### src/design/ctd_pkg.sv
// ---------------------------------------------------------------------------
// ctd_pkg
// Widths, reset values, register codes and shared types.
// ---------------------------------------------------------------------------
`default_nettype none

package ctd_pkg;

  localparam int unsigned TIME_W     = 32;
  localparam int unsigned MV_W       = 14;
  localparam int unsigned STEP_W     = 10;
  localparam int unsigned PERIOD_W   = 16;
  localparam int unsigned CFG_DATA_W = 16;
  localparam int unsigned CFG_IDX_W  = 2;

  localparam int unsigned HISTORY_DEPTH_DFLT = 6;

  localparam logic [MV_W-1:0]     FULL_THRESHOLD_RST = 14'd4150;
  localparam logic [STEP_W-1:0]   RISE_STEP_RST      = 10'd30;
  localparam logic [STEP_W-1:0]   RELEASE_MARGIN_RST = 10'd50;
  localparam logic [PERIOD_W-1:0] SAMPLE_PERIOD_RST  = 16'd5000;

  typedef enum logic [CFG_IDX_W-1:0] {
    CFG_FULL_THRESHOLD = 2'd0,
    CFG_RISE_STEP      = 2'd1,
    CFG_RELEASE_MARGIN = 2'd2,
    CFG_SAMPLE_PERIOD  = 2'd3
  } cfg_idx_e;

  typedef struct packed {
    logic [MV_W-1:0]     full_threshold_mv;
    logic [STEP_W-1:0]   rise_step_mv;
    logic [STEP_W-1:0]   release_margin_mv;
    logic [PERIOD_W-1:0] sample_period_ms;
  } cfg_t;

  // poll in flight between the ring front end and the judge stage
  typedef struct packed {
    logic            valid;
    logic            take;
    logic            fill_ge2;
    logic [MV_W-1:0] battery_mv;
  } smp_t;

endpackage

`default_nettype wire

### src/design/charge_trend_detector.sv
// ---------------------------------------------------------------------------
// charge_trend_detector
// Infers charger presence from the battery voltage trend over a sample ring.
// ---------------------------------------------------------------------------
// Takes one poll word (time, voltage) per cycle unless the output stalls,
// and returns one result word per poll, in order, through the front-end
// register and the output register. Pipeline: front end (sample decision,
// ring write, baseline read) -> judge (latch update) -> output register;
// the ring RAM's single write and single read port are each used once per
// sample poll, not on other polls. A poll is a sample when none was taken
// since reset or when at least sample_period_ms have elapsed (mod 2^32).
// The ring needs no clearing pass: baselines are only used from entries
// already written. Config writes are expected only while the block is idle.
// ---------------------------------------------------------------------------
`default_nettype none

module charge_trend_detector #(
  parameter int unsigned HISTORY_DEPTH = ctd_pkg::HISTORY_DEPTH_DFLT
) (
  input  wire logic                           clk_i,
  input  wire logic                           rst_ni,
  // config write port
  input  wire logic                           cfg_we_i,
  input  wire logic [ctd_pkg::CFG_IDX_W-1:0]  cfg_idx_i,
  input  wire logic [ctd_pkg::CFG_DATA_W-1:0] cfg_wdata_i,
  // poll channel
  input  wire logic                           in_valid_i,
  output      logic                           in_ready_o,
  input  wire logic [ctd_pkg::TIME_W-1:0]     time_ms_i,
  input  wire logic [ctd_pkg::MV_W-1:0]       battery_mv_i,
  // result channel
  output      logic                           out_valid_o,
  input  wire logic                           out_ready_i,
  output      logic                           charging_o,
  output      logic                           sample_taken_o
);

  import ctd_pkg::*;

  localparam int unsigned AddrW = $clog2(HISTORY_DEPTH);

  cfg_t             cfg_q, cfg_d;
  smp_t             smp;
  logic             adv;
  logic             ram_we, ram_re;
  logic [AddrW-1:0] ram_waddr, ram_raddr;
  logic [MV_W-1:0]  ram_wdata, base_mv;

  // -------------------------------------------------------------------------
  // Config registers; data wider than a register is truncated
  // -------------------------------------------------------------------------
  always_comb begin
    cfg_d = cfg_q;
    if (cfg_we_i) begin
      unique case (cfg_idx_e'(cfg_idx_i))
        CFG_FULL_THRESHOLD: cfg_d.full_threshold_mv = cfg_wdata_i[MV_W-1:0];
        CFG_RISE_STEP:      cfg_d.rise_step_mv      = cfg_wdata_i[STEP_W-1:0];
        CFG_RELEASE_MARGIN: cfg_d.release_margin_mv = cfg_wdata_i[STEP_W-1:0];
        CFG_SAMPLE_PERIOD:  cfg_d.sample_period_ms  = cfg_wdata_i[PERIOD_W-1:0];
        default:            cfg_d = cfg_q;
      endcase
    end
  end

  always_ff @(posedge clk_i or negedge rst_ni) begin
    if (!rst_ni) begin
      cfg_q.full_threshold_mv <= FULL_THRESHOLD_RST;
      cfg_q.rise_step_mv      <= RISE_STEP_RST;
      cfg_q.release_margin_mv <= RELEASE_MARGIN_RST;
      cfg_q.sample_period_ms  <= SAMPLE_PERIOD_RST;
    end else begin
      cfg_q <= cfg_d;
    end
  end

  // -------------------------------------------------------------------------
  // Front end: decides sample vs. plain poll, writes the ring, issues the
  // baseline read for the judge stage
  // -------------------------------------------------------------------------
  ctd_front #(
    .HISTORY_DEPTH(HISTORY_DEPTH)
  ) u_front (
    .clk_i             (clk_i),
    .rst_ni            (rst_ni),
    .sample_period_ms_i(cfg_q.sample_period_ms),
    .in_valid_i        (in_valid_i),
    .in_ready_o        (in_ready_o),
    .time_ms_i         (time_ms_i),
    .battery_mv_i      (battery_mv_i),
    .adv_i             (adv),
    .smp_o             (smp),
    .ram_we_o          (ram_we),
    .ram_waddr_o       (ram_waddr),
    .ram_wdata_o       (ram_wdata),
    .ram_re_o          (ram_re),
    .ram_raddr_o       (ram_raddr)
  );

  // -------------------------------------------------------------------------
  // Voltage ring; read data holds while the judge stage is stalled
  // -------------------------------------------------------------------------
  ctd_ram #(
    .WIDTH(MV_W),
    .DEPTH(HISTORY_DEPTH)
  ) u_ring (
    .clk_i  (clk_i),
    .we_i   (ram_we),
    .waddr_i(ram_waddr),
    .wdata_i(ram_wdata),
    .re_i   (ram_re),
    .raddr_i(ram_raddr),
    .rdata_o(base_mv)
  );

  // -------------------------------------------------------------------------
  // Judge: latch update with hysteresis, then the output register
  // -------------------------------------------------------------------------
  ctd_judge u_judge (
    .clk_i         (clk_i),
    .rst_ni        (rst_ni),
    .cfg_i         (cfg_q),
    .smp_i         (smp),
    .base_mv_i     (base_mv),
    .adv_o         (adv),
    .out_valid_o   (out_valid_o),
    .out_ready_i   (out_ready_i),
    .charging_o    (charging_o),
    .sample_taken_o(sample_taken_o)
  );

endmodule

`default_nettype wire

### src/design/ctd_ram.sv
// ---------------------------------------------------------------------------
// ctd_ram
// Generic single-write, single-read RAM with registered read data.
// ---------------------------------------------------------------------------
`default_nettype none

module ctd_ram #(
  parameter int unsigned WIDTH = 14,
  parameter int unsigned DEPTH = 6
) (
  input  wire logic                     clk_i,
  input  wire logic                     we_i,
  input  wire logic [$clog2(DEPTH)-1:0] waddr_i,
  input  wire logic [WIDTH-1:0]         wdata_i,
  input  wire logic                     re_i,
  input  wire logic [$clog2(DEPTH)-1:0] raddr_i,
  output      logic [WIDTH-1:0]         rdata_o
);

  logic [WIDTH-1:0] mem_q [DEPTH];
  logic [WIDTH-1:0] rdata_q;

  always_ff @(posedge clk_i) begin
    if (we_i) begin
      mem_q[waddr_i] <= wdata_i;
    end
    if (re_i) begin
      rdata_q <= mem_q[raddr_i];
    end
  end

  assign rdata_o = rdata_q;

endmodule

`default_nettype wire

### src/design/ctd_front.sv
// ---------------------------------------------------------------------------
// ctd_front
// Sample decision, ring pointers and baseline read issue.
// ---------------------------------------------------------------------------
`default_nettype none

module ctd_front #(
  parameter int unsigned HISTORY_DEPTH = ctd_pkg::HISTORY_DEPTH_DFLT
) (
  input  wire logic                             clk_i,
  input  wire logic                             rst_ni,
  input  wire logic [ctd_pkg::PERIOD_W-1:0]     sample_period_ms_i,
  input  wire logic                             in_valid_i,
  output      logic                             in_ready_o,
  input  wire logic [ctd_pkg::TIME_W-1:0]       time_ms_i,
  input  wire logic [ctd_pkg::MV_W-1:0]         battery_mv_i,
  input  wire logic                             adv_i,
  output      ctd_pkg::smp_t                    smp_o,
  output      logic                             ram_we_o,
  output      logic [$clog2(HISTORY_DEPTH)-1:0] ram_waddr_o,
  output      logic [ctd_pkg::MV_W-1:0]         ram_wdata_o,
  output      logic                             ram_re_o,
  output      logic [$clog2(HISTORY_DEPTH)-1:0] ram_raddr_o
);

  import ctd_pkg::*;

  localparam int unsigned AddrW = $clog2(HISTORY_DEPTH);
  localparam int unsigned FillW = $clog2(HISTORY_DEPTH + 1);

  logic [AddrW-1:0]  head_q, head_d, head_nxt;
  logic [FillW-1:0]  fill_q, fill_d, fill_inc;
  logic [TIME_W-1:0] last_time_q, last_time_d, elapsed;
  logic              have_q, have_d;
  logic              take, accept, full_after;
  logic              s1_valid_q, s1_valid_d;
  logic              s1_take_q, s1_fill_ge2_q;
  logic [MV_W-1:0]   s1_mv_q;

  assign in_ready_o = !s1_valid_q || adv_i;
  assign accept     = in_valid_i && in_ready_o;

  // elapsed time wraps modulo 2^32
  assign elapsed = time_ms_i - last_time_q;
  assign take    = !have_q || (elapsed >= {{(TIME_W-PERIOD_W){1'b0}}, sample_period_ms_i});

  assign head_nxt   = (head_q == AddrW'(HISTORY_DEPTH - 1)) ? '0 : AddrW'(head_q + 1'b1);
  assign fill_inc   = (fill_q == FillW'(HISTORY_DEPTH)) ? fill_q : FillW'(fill_q + 1'b1);
  assign full_after = (fill_inc == FillW'(HISTORY_DEPTH));

  // baseline: first stored sample until the ring fills, then the entry
  // next to be overwritten; only the first sample reads its own slot
  assign ram_we_o    = accept && take;
  assign ram_waddr_o = head_q;
  assign ram_wdata_o = battery_mv_i;
  assign ram_re_o    = accept && take;
  assign ram_raddr_o = full_after ? head_nxt : '0;

  always_comb begin
    head_d      = head_q;
    fill_d      = fill_q;
    last_time_d = last_time_q;
    have_d      = have_q;
    if (accept && take) begin
      head_d      = head_nxt;
      fill_d      = fill_inc;
      last_time_d = time_ms_i;
      have_d      = 1'b1;
    end
  end

  always_comb begin
    s1_valid_d = s1_valid_q;
    if (accept) begin
      s1_valid_d = 1'b1;
    end else if (adv_i) begin
      s1_valid_d = 1'b0;
    end
  end

  always_ff @(posedge clk_i or negedge rst_ni) begin
    if (!rst_ni) begin
      head_q      <= '0;
      fill_q      <= '0;
      last_time_q <= '0;
      have_q      <= 1'b0;
      s1_valid_q  <= 1'b0;
    end else begin
      head_q      <= head_d;
      fill_q      <= fill_d;
      last_time_q <= last_time_d;
      have_q      <= have_d;
      s1_valid_q  <= s1_valid_d;
    end
  end

  always_ff @(posedge clk_i) begin
    if (accept) begin
      s1_take_q     <= take;
      s1_fill_ge2_q <= (fill_inc >= FillW'(2));
      s1_mv_q       <= battery_mv_i;
    end
  end

  assign smp_o.valid      = s1_valid_q;
  assign smp_o.take       = s1_take_q;
  assign smp_o.fill_ge2   = s1_fill_ge2_q;
  assign smp_o.battery_mv = s1_mv_q;

endmodule

`default_nettype wire

### src/design/ctd_judge.sv
// ---------------------------------------------------------------------------
// ctd_judge
// Charging latch update against the baseline, and the output register.
// ---------------------------------------------------------------------------
`default_nettype none

module ctd_judge (
  input  wire logic                     clk_i,
  input  wire logic                     rst_ni,
  input  wire ctd_pkg::cfg_t            cfg_i,
  input  wire ctd_pkg::smp_t            smp_i,
  input  wire logic [ctd_pkg::MV_W-1:0] base_mv_i,
  output      logic                     adv_o,
  output      logic                     out_valid_o,
  input  wire logic                     out_ready_i,
  output      logic                     charging_o,
  output      logic                     sample_taken_o
);

  import ctd_pkg::*;

  logic [MV_W:0] v_ext, base_rise, v_margin, full_ext;
  logic          pinned, rising, hold, latch_nxt, move;
  logic          latch_q, latch_d;
  logic          out_valid_q, out_valid_d;
  logic          charging_q, sample_taken_q;

  assign v_ext     = {1'b0, smp_i.battery_mv};
  assign full_ext  = {1'b0, cfg_i.full_threshold_mv};
  assign base_rise = {1'b0, base_mv_i} + {{(MV_W-STEP_W+1){1'b0}}, cfg_i.rise_step_mv};
  assign v_margin  = v_ext + {{(MV_W-STEP_W+1){1'b0}}, cfg_i.release_margin_mv};

  assign pinned    = v_ext >= full_ext;
  assign rising    = smp_i.fill_ge2 && (v_ext >= base_rise);
  assign hold      = v_margin >= full_ext;
  assign latch_nxt = pinned || rising || (latch_q && hold);

  assign adv_o = !out_valid_q || out_ready_i;
  assign move  = smp_i.valid && adv_o;

  always_comb begin
    latch_d = latch_q;
    if (move && smp_i.take) begin
      latch_d = latch_nxt;
    end
  end

  always_comb begin
    out_valid_d = out_valid_q;
    if (move) begin
      out_valid_d = 1'b1;
    end else if (out_ready_i) begin
      out_valid_d = 1'b0;
    end
  end

  always_ff @(posedge clk_i or negedge rst_ni) begin
    if (!rst_ni) begin
      latch_q     <= 1'b0;
      out_valid_q <= 1'b0;
    end else begin
      latch_q     <= latch_d;
      out_valid_q <= out_valid_d;
    end
  end

  always_ff @(posedge clk_i) begin
    if (move) begin
      charging_q     <= latch_d;
      sample_taken_q <= smp_i.take;
    end
  end

  assign out_valid_o    = out_valid_q;
  assign charging_o     = charging_q;
  assign sample_taken_o = sample_taken_q;

endmodule

`default_nettype wire

### config.mk
export PLATFORM = sky130hd
export DESIGN_NAME = charge_trend_detector
export DESIGN_NICKNAME = d
export VERILOG_FILES = /design/src/design/ctd_pkg.sv /design/src/design/charge_trend_detector.sv /design/src/design/ctd_ram.sv /design/src/design/ctd_front.sv /design/src/design/ctd_judge.sv
export SDC_FILE = /design/constraint.sdc
export NUM_CORES = 1
export LEC_CHECK = 0
export ABC_AREA = 0
export BUFFER_PORTS_ARGS = -buffer_cell sky130_fd_sc_hd__buf_2
export CORE_ASPECT_RATIO = 1.75
export CORE_MARGIN = 5
export CORE_UTILIZATION = 50
export DETAILED_ROUTE_END_ITERATION = 7
export GPL_ROUTABILITY_DRIVEN = 0
export GPL_TIMING_DRIVEN = 0
export PLACE_DENSITY = 0.74
export SLEW_MARGIN = 20
export SYNTH_ARGS = -nofsm -noshare
export SYNTH_HDL_FRONTEND = slang
export SYNTH_SLANG_ARGS = --single-unit
### constraint.sdc
create_clock -name clk_i -period 6.75 [get_ports clk_i]
set_clock_uncertainty 0.15 [all_clocks]
set_input_delay 0.3375 -clock clk_i [delete_from_list [all_inputs] [get_ports clk_i]]
set_output_delay 0.3375 -clock clk_i [all_outputs]
set_load 0.005 [all_outputs]
Yosys cells after proc, flatten, opt, wreduce, memory -nomap -nowiden

Memory sizes are Yosys's and may differ from the RTL's. A register that Yosys moved wholly into a read port is not among the register bits.
Index checks and enable logic that the tools add are counted.

Add/subtract/negate cells: 5
Magnitude comparators: 5
Equality and inequality tests: 6
Muxes and demuxes: 10
Reductions and logical operators: 21

Operators with widths:

| operator                                                           | count |
|---|---|
| greater-or-equal comparator 32 x 16 -> 1 bit                       | 1 |
| subtractor 32 bit                                                  | 1 |
| adder 14 x 10 -> 15 bit                                            | 2 |
| greater-or-equal comparator 14 x 15 -> 1 bit                       | 1 |
| greater-or-equal comparator 15 x 14 -> 1 bit                       | 1 |
| greater-or-equal comparator 14 bit                                 | 1 |
| equality test 3 bit (second input constant)                        | 3 |
| 2-to-1 mux 3 bit                                                   | 3 |
| AND reduction 2 bit                                                | 4 |
| 2-to-1 mux 1 bit                                                   | 7 |
| adder 3 x 1 -> 3 bit (second input constant)                       | 2 |
| logical AND 1 bit                                                  | 6 |
| logical OR 1 bit                                                   | 5 |
| equality test 2 bit (second input constant)                        | 2 |
| nonzero test 2 bit                                                 | 2 |
| greater-or-equal comparator 3 x 2 -> 1 bit (second input constant) | 1 |
| zero test 1 bit                                                    | 3 |
| equality test 2 x 1 -> 1 bit (second input constant)               | 1 |
| zero test 2 bit                                                    | 1 |

Register bits: 110
Memory bits (writable): 84
Output and inout bits: 4
Logic and storage cells: 64
Memories: 1

Memory list:

| memory       | depth | bits a word | rd ports | clocked after memory_dff | write ports | line          | source |
|---|---|---|---|---|---|---|---|
| u_ring.mem_q | 6     | 14          | 1        | 1                        | 1           | ctd_ram.sv:20 | `logic [WIDTH-1:0] mem_q [DEPTH];` |

Logic depth before layout (Yosys ltp)

Gate-level depths: netlist (run 1).

Depth after elaboration: 7
Gate-level depth with buffers: 20

Cells and area by module

From an unflattened synthesis (run 1), not the netlist that was laid out.

Cells, all modules: 1,103
Area, all modules: 12,734.7 µm²

By module, submodules not included:

| module                | times used | cells an instance | area an instance (µm²) | sequential area each (µm²) |
|---|---|---|---|---|
| ctd_front             | 1          | 535               | 4,961.0                | 1,481.4 |
| ctd_ram               | 1          | 189               | 3,752.3                | 2,942.8 |
| ctd_judge             | 1          | 271               | 2,105.8                | 110.1 |
| charge_trend_detector | 1          | 108               | 1,915.6                | 1,272.5 |

Worst setup path before layout (run 1)

No wires, ideal clock.

Path type: input port to flip-flop
Start: in time_ms_i[0] in the netlist's numbering
End: mem u_ring.mem_q[4][0], enable pin
Setup time: 0.406 ns
Data arrival time: 4.620 ns
Required time: 6.194 ns
Path slack: 1.574 ns
Stages: 20
Path buffers: 1
Path through: inv_1 ha_1 fa_1 nor2b_1 o211ai_2 a21oi_1 a21boi_2 nand2_1 xor2_1 ha_1 nand4_1 nor2_1 o21ai_0 a21oi_1 a2111oi_2 o2111ai_1 nor4_4 a31oi_4 buf_2 nor3b_1

Word-level cells in the longest chain between the ends: 6

RTL lines:

| element                                      | line                        | source |
|---|---|---|
| start, declared                              | charge_trend_detector.sv:29 | `input wire logic [ctd_pkg::TIME_W-1:0] time_ms_i,` |
| subtractor 32 bit                            | ctd_front.sv:44             | `assign elapsed = time_ms_i - last_time_q;` |
| greater-or-equal comparator 32 x 16 -> 1 bit | ctd_front.sv:45             | `assign take = !have_q \|\| (elapsed >= {{(TIME_W-PERIOD_W){1'b0}}, sample_period_ms_i});` |
| logical OR 1 bit                             | ctd_front.sv:45             |  |
| logical AND 1 bit                            | -                           |  |
| via ram_re                                   | charge_trend_detector.sv:45 | `logic ram_we, ram_re;` |
| 2-to-1 mux 1 bit                             | ctd_ram.sv:24               | `if (we_i) begin` |
| 2-to-1 mux 1 bit (not written as such)       | ctd_ram.sv:25               | `mem_q[waddr_i] <= wdata_i;` |
| end, declared                                | ctd_ram.sv:20               |  |

The timed path passes the listed nets, and every way through them passes these cells.

Worst setup path after layout (run 1)

Start: in time_ms_i[4] in the netlist's numbering
End: mem u_ring.mem_q[2][1], enable pin

The elaborated chain is that of the path after synthesis.

==> impl_results.md, run 1 <==
- End of the worst register-to-register path: u_ring.mem_q[2][1]$_DFFE_PP_
- Most frequent standard cell in the layout excluding fill and tap cells: nand2_1
- Post-Place Worst Slack: 583 ps
- Worst hold path endpoint: u_front.s1_mv_q[13]$_DFFE_PP_
- Number of warnings issued by yosys: 0
- Fraction of layout cells with a size suffix above 1: 0.166
- Final critical-path required period: 6280 ps
- Worst-skew pair later-pin latency: 520 ps
- Number of buffers added on ports: 72
- Average wire per cell in the routed design: 18.3 µm
- Post-synthesis async set-or-reset flop share: 0.442
- Routed wl met3: 1210 µm
- Worst Min Path Start: battery_mv_i[13]
- Largest net degree at the start of global routing: 68
- Critical path type: in2reg
- Sequential element share of the synthesized area: 0.460
- Setup crit end kind: flip-flop
- Synth Net Count: 1371
- Gate count of the mapped netlist: 1188
- Num CTS Buffers: 21
- Worst-path fanout max: 23
- Worst Path Arrival: 6300 ps
- Final worst slack: 467 ps
- Overall die height: 220 µm
- Total detailed-routing wirelength: 30700 µm
- Global-route wire length before repair: 48900 µm
- Maximum level of the CTS H-tree: 1
- Synthesized flop and latch total: 208
- Setup repair after global routing missed its margin: no
- First-pass DRT Iterations: 7
- Floorplan die area: 28600 µm²
- Post-route setup TNS: 0 ps
- Relative max-transition margin: 0.362
- Worst reg2reg startpoint: u_front.last_time_q[4]$_DFFE_PN0P_
- Clock slew at the register clock pins of the worst setup and hold paths: 60 ps
- Worst slew pin tran: 955 ps
- Layout-stage area growth over the synthesis result: 17.0%
- # setup viols final: 0
- Standard-cell row count: 77
- Number of global-route vias before repair: 10000
- FMAX: 0.159 GHz
- Number of instances on the worst hold path: 1
- Maximum count of clock buffers along a single path: 3
- Core Footprint: 25000 µm²
- Power density normalized to cell area: 329 nW/µm²
- Initial cell density of the core: 0.504
- Width of the chip: 130 µm
- Via count normalized by instance count: 5.78
- Predominant post-synthesis flop cell: edfxtp_1
- # IOs: 73
- Max IR drop VDD: 0.172 mV
- Final worst path period share: 0.931
- Met2 routed WL: 16800 µm
- Clock Sink Count: 208
- Crit path launch type: input pin
- Required time at the endpoint of the critical path: 6770 ps
- Number of max-slew violations in the final report: 0
- Cell area after synthesis: 12600 µm²
- Via Count: 9709
- Netlist cell types: 75
- Antenna-violating nets left: 0
- Average cell area after synthesis: 10.6 µm²
- Number of cells on the worst reg-to-reg path: 20
- Antenna cell count: 0
- Overflow left after global routing: 0
- Initial antenna violation count: 0
- Hold buffers post-CTS: 64
- Commonest cells after routing, fill and taps aside: nand2_1, edfxtp_1, ha_1, inv_1, buf_2
- Hold Violations, Final: 0
- Highest metal layer with signal wires: met4
- Final nets: 1532
- Post-CTS Setup Repair Bufs: 0
- CTS tree: built
- Initial DRC count: 615
- Setup slack, reg-to-reg: 560 ps
- Result of the run: finished, final reports clean
- GRT Util Overall: 0.217
- Remaining DRCs: 0
- Type of the most critical hold path: in2reg
- Number of synthesized flops with an enable pin: 116
- Max cap viols: 0
- CTS root buffer: clkbuf_16
- Post-cts sizing count: 0
- Leakage power total: 6.22 nW
- DRT met1 WL: 10500 µm
- DP HPWL: 23800 µm
## cells in the mapped netlist, drive strengths merged, types with 4 or more instances
cell type / instances / area [µm²]
xor2: 12 / 105
xnor2: 27 / 236
a21o: 11 / 82.6
and2: 11 / 68.8
dfrtp: 75 / 1880
or3: 4 / 25.0
o22ai: 14 / 87.6
nand2b: 16 / 100
and3: 11 / 68.8
ha: 111 / 1390
o21a: 20 / 150
edfxtp: 116 / 3480
nand4: 11 / 68.8
dfstp: 17 / 447
a311oi: 8 / 70.1
nor3b: 6 / 45.0
o21bai: 6 / 45.0
a21boi: 4 / 33.8
o211ai: 18 / 140
and4: 5 / 43.8
nor2: 62 / 233
nor3: 20 / 100
clkbuf: 22 / 82.6
nand2: 123 / 462
a211oi: 10 / 75.1
buf: 10 / 68.8
mux2: 71 / 908
nor4b: 4 / 35.0
o31ai: 5 / 37.5
a31oi: 18 / 128
o21ai: 71 / 355
nand3: 29 / 145
nor4: 5 / 46.3
mux2i: 6 / 60.1
a2111oi: 6 / 77.6
inv: 93 / 349
nor2b: 11 / 68.8
a21oi: 79 / 425
## power by group
| part | internal (mW) | switching, mW | leakage, nW |
|---|---|---|---|
| Clock | 0.692 | 0.505 | 0.337 |
| Combinational | 0.819 | 1.13 | 3.76 |
| Sequential | 1.60 | 0.106 | 2.12 |
| Total | 3.11 | 1.74 | 6.22 |
## logic make-up (layout without fill, tap and decap cells)
| logic type | Yosys count | count (layout) | share of synthesized area |
|---|---|---|---|
| xor gates and xnor gates | 39 | 39 | 0.0271 |
| adders and majority gates | 114 | 114 | 0.115 |
| DFF | 208 | 208 | 0.460 |
| buffers and inverters | 125 | 301 | 0.0397 |
| AOI/OAI and AO/OA | 297 | 297 | 0.155 |
| muxes | 77 | 77 | 0.0768 |
| and+or+nand+nor | 328 | 328 | 0.126 |
## layout make-up
cell class,count,area (µm²)
sequential,208,5810
clock inverter,16,175
inverter,93,349
tap,316,395
fill,2055,10300
timing repair buffer,138,1040
buffer,32,151
clock buffer,22,529
multi-input combinational,855,6310
## sequential cells by signal, summed over array words and instances, names as in the netlist, 3 cells and up
signal               cells
u_ring.mem_q            84
cfg_q                   50
u_front.last_time_q     32
u_front.s1_mv_q         14
u_ring.rdata_o          14
u_front.fill_q           3
u_front.ram_waddr_o      3
## metal layers
metal	vias to the layer above	track usage
met1	4623	0.209
met4	0	0.141
met3	123	0.0223
li1	4684	-
met5	-	0
met2	279	0.422
## critical path, cell delays in order
cell and delay, ps:
dlygate4sd3_1 530, buf_2 130, ha_1 380, o211ai_1 120, a21oi_1 400, nor2_1 160
o21ai_0 400, nand2_1 90, nand2_1 90, xor2_1 170, ha_1 270, a211oi_1 270
nor2_1 160, a311oi_1 290, nand4_1 190, a2111oi_2 400, o2111ai_1 220, nor4_4 480
a31oi_4 260, buf_2 400, and3_1 500
## worst max path at each step
| stage | startpoint | to | depth (start not counted) |
|---|---|---|---|
| 2_1_floorplan | time_ms_i[0] | u_ring.mem_q[4][0]$_DFFE_PP_ | 20 |
| 3_3_place_gp | time_ms_i[0] | u_ring.mem_q[4][12]$_DFFE_PP_ | 21 |
| 3_5_place_dp | time_ms_i[4] | u_ring.mem_q[2][10]$_DFFE_PP_ | 20 |
| 4_1_cts | time_ms_i[4] | u_ring.mem_q[2][1]$_DFFE_PP_ | 21 |
| 5_1_grt | time_ms_i[0] | u_ring.mem_q[0][1]$_DFFE_PP_ | 22 |
| 6_report | time_ms_i[4] | u_ring.mem_q[2][1]$_DFFE_PP_ | 21 |
## through the flow
step                      std cells  utilization  power (mW)  cell area [µm²]  hold slack (ps)
final                          1680        0.589        4.85            14800             9.60
after global routing           1680        0.589        5.19            14800             22.0
after CTS                      1680        0.589        4.88            14800             14.4
after detailed placement       1578        0.536        3.64            13400             74.4
after global placement         1576        0.534        3.57            13400              313
after floorplan                1188            -        3.13            12600             -108
No activity file was read; power rests on OpenSTA's default activity.
==> run 2, diff against run 1 <==
--- a/config.mk
+++ b/config.mk
@@ -13,7 +13,7 @@
 export DETAILED_ROUTE_END_ITERATION = 7
 export GPL_ROUTABILITY_DRIVEN = 0
 export GPL_TIMING_DRIVEN = 0
-export PLACE_DENSITY = 0.74
+export PLACE_DENSITY = 0.63
 export SLEW_MARGIN = 20
 export SYNTH_ARGS = -nofsm -noshare
 export SYNTH_HDL_FRONTEND = slang
==> run 2 against run 1 <==
- critical endpoint is now u_ring.mem_q[3][3]$_DFFE_PP_
- die area did not move
- power fell by 0.12%
- cell count rose by 0.12%
- first-iteration DRC count fell by 52%
- non-clock buffer count rose by 1
- utilization rose by 0.055 points
==> impl_results.md, run 2 (synthesis results as in run 1) <==
- Result of the run: finished, final reports clean
- Maximum count of clock buffers along a single path: 3 (unchanged)
- Worst hold path endpoint: cfg_q[0]$_DFFE_PN0P_
- Max cap viols: 0 (unchanged)
- Required time at the endpoint of the critical path: 6770 ps (about the same)
- Worst path slowest cell: dlygate4sd3_1
- Worst slew pin tran: 932 ps (-22.9 ps)
- Number of max-slew violations in the final report: 0 (unchanged)
- Final critical-path required period: 6290 ps (+9.57 ps)
- Total detailed-routing wirelength: 31400 µm (+2.3%)
- Final nets: 1534 (+0.13%)
- CTS root buffer: clkbuf_16
- Worst-path fanout max: 23 (unchanged)
- Clock slew at the register clock pins of the worst setup and hold paths: 60 ps (about the same)
- Max IR drop VDD: 0.263 mV (+52%)
- Crit path launch type: input pin
- Number of instances on the worst hold path: 2 (+1)
- Maximum level of the CTS H-tree: 1 (unchanged)
- Via Count: 9552 (-1.6%)
- Number of global-route vias before repair: 9866 (-1.7%)
- Largest net degree at the start of global routing: 51 (-25%)
- # IOs: 73 (unchanged)
- Global-route wire length before repair: 49500 µm (+1.1%)
- Number of buffers added on ports: 72 (unchanged)
- Commonest cells after routing, fill and taps aside: nand2_1, edfxtp_1, ha_1, inv_1, buf_2
- Antenna-violating nets left: 0 (unchanged)
- Antenna cell count: 0 (unchanged)
- Initial cell density of the core: 0.504 (unchanged)
- Power density normalized to cell area: 328 nW/µm² (-0.21%)
- Fraction of layout cells with a size suffix above 1: 0.167 (+0.00122)
- Leakage power total: 6.22 nW (about the same)
- Worst Min Path Start: cfg_wdata_i[0]
- Most frequent standard cell in the layout excluding fill and tap cells: nand2_1
- Post-layout util: 0.590 (about the same)
- Setup repair after global routing missed its margin: no
- Cell type group with the largest total delay on the critical path: compound AO/OA/AOI/OAI gates
- Number of cells on the worst reg-to-reg path: 19 (-5.0%)
- Hold Violations, Final: 0 (unchanged)
- Biggest regs: u_ring.mem_q (84), cfg_q (50), u_front.last_time_q (32)
- Worst-skew pair later-pin latency: 530 ps (about the same)
- CP peak stage delay: 520 ps (about the same)
- Width of the chip: 130 µm (unchanged)
- Via count normalized by instance count: 5.68 (-1.7%)
- Initial antenna violation count: 0 (unchanged)
- Worst reg2reg startpoint: u_front.last_time_q[0]$_DFFE_PN0P_
- Number of flip-flops under the largest register name: 84 (unchanged)
- Overall die height: 220 µm (unchanged)
- CTS tree: built
- Total buffers and inverters traversed by the critical path: 4 (+1)
- Post-cts sizing count: 0 (unchanged)
- Final worst path period share: 0.932 (+0.00142)
- Type of the most critical hold path: in2reg
- Setup crit end kind: flip-flop
- # setup viols final: 0 (unchanged)
- Remaining DRCs: 0 (unchanged)
- GRT Util Overall: 0.222 (+0.00438)
- Final worst slack: 457 ps (-9.57 ps)
- Worst Path Arrival: 6310 ps (about the same)
- Standard-cell row count: 77 (unchanged)
- End of the worst register-to-register path: u_ring.mem_q[3][3]$_DFFE_PP_
- Initial DRC count: 294 (-52%)
- Relative max-transition margin: 0.377 (+0.0153)
- Floorplan die area: 28600 µm² (unchanged)
- Average wire per cell in the routed design: 18.6 µm (+2.2%)
- Setup slack, reg-to-reg: 560 ps (about the same)
- Num CTS Buffers: 22 (+4.8%)
- Overflow left after global routing: 0 (unchanged)
- DP HPWL: 24500 µm (+3.1%)
- FMAX: 0.159 GHz (-0.15%)
- Post-Place Worst Slack: 514 ps (-69.3 ps)
- Cell breakdown of the critical path: dlygate4sd3_1 > buf_2 > inv_1 > ha_1 > fa_1 > nor2b_1 > o211ai_2 > a21oi_1 > a21boi_2 > nand2_1 > xor2_1 > ha_1 > o21ai_0 > nor2_1 > a311oi_1 > nand4_1 > a2111oi_2 > o2111ai_1 > nor4_4 > a31oi_4 > buf_2 > and2_1
- Core Footprint: 25000 µm² (unchanged)
- Layout-stage area growth over the synthesis result: 17.1% (about the same)
- Clock Sink Count: 208 (unchanged)
- Critical path type: in2reg
- First-pass DRT Iterations: 5 (-2)
- Hold buffers post-CTS: 65 (+1.6%)
- Post-CTS Setup Repair Bufs: 0 (unchanged)
- Register with the highest flop count: u_ring.mem_q
run 2: area by class of cell:
cell class,instances,area [µm²]
Clock inverter,16,154
Inverter,93,349
Timing Repair Buffer,139,1050
Sequential cell,208,5810
Clock buffer,23,554
Buffer,32,151
Multi-Input combinational cell,855,6310
Tap cell,316,395
Fill cell,2151,10300
run 2: through the flow:
| stage | total power [mW] | std cells | setup TNS (ps) | hold slack (ps) | instance area [µm²] |
|---|---|---|---|---|---|
| final | 4.85 | 1682 | 0 | 11.9 | 14800 |
| after global routing | 5.20 | 1682 | 0 | 9.09 | 14800 |
| after CTS | 4.89 | 1682 | 0 | 2.91 | 14800 |
| after detailed placement | 3.65 | 1578 | 0 | 137 | 13400 |
| after global placement | 3.60 | 1576 | -6030 | 307 | 13400 |
| after floorplan | 3.13 | 1188 | 0 | -108 | 12600 |
run 2: worst max path at each step:
stage          cells past startpoint                            end    startpoint
2_1_floorplan                     20   u_ring.mem_q[4][0]$_DFFE_PP_  time_ms_i[0]
3_3_place_gp                      21  u_ring.mem_q[4][12]$_DFFE_PP_  time_ms_i[0]
3_5_place_dp                      21   u_ring.mem_q[3][9]$_DFFE_PP_  time_ms_i[0]
4_1_cts                           22   u_ring.mem_q[3][3]$_DFFE_PP_  time_ms_i[0]
5_1_grt                           22   u_ring.mem_q[2][6]$_DFFE_PP_  time_ms_i[0]
6_report                          22   u_ring.mem_q[3][3]$_DFFE_PP_  time_ms_i[0]
run 2: power breakdown:
group	leakage (nW)	total [mW]	switching (mW)	internal, mW
combinational	3.76	1.93	1.12	0.819
clock	0.335	1.19	0.517	0.678
sequential	2.12	1.72	0.113	1.60
total	6.22	4.85	1.75	3.10
run 2: per-layer routing:
| metal | vias up | routed length (µm) | track usage |
|---|---|---|---|
| met2 | 216 | 17800 | 0.441 |
| met3 | 97 | 987 | 0.0255 |
| li1 | 4686 | - | - |
| met4 | 0 | 1850 | 0.123 |
| met1 | 4553 | 10800 | 0.211 |
| met5 | - | 0 | 0 |
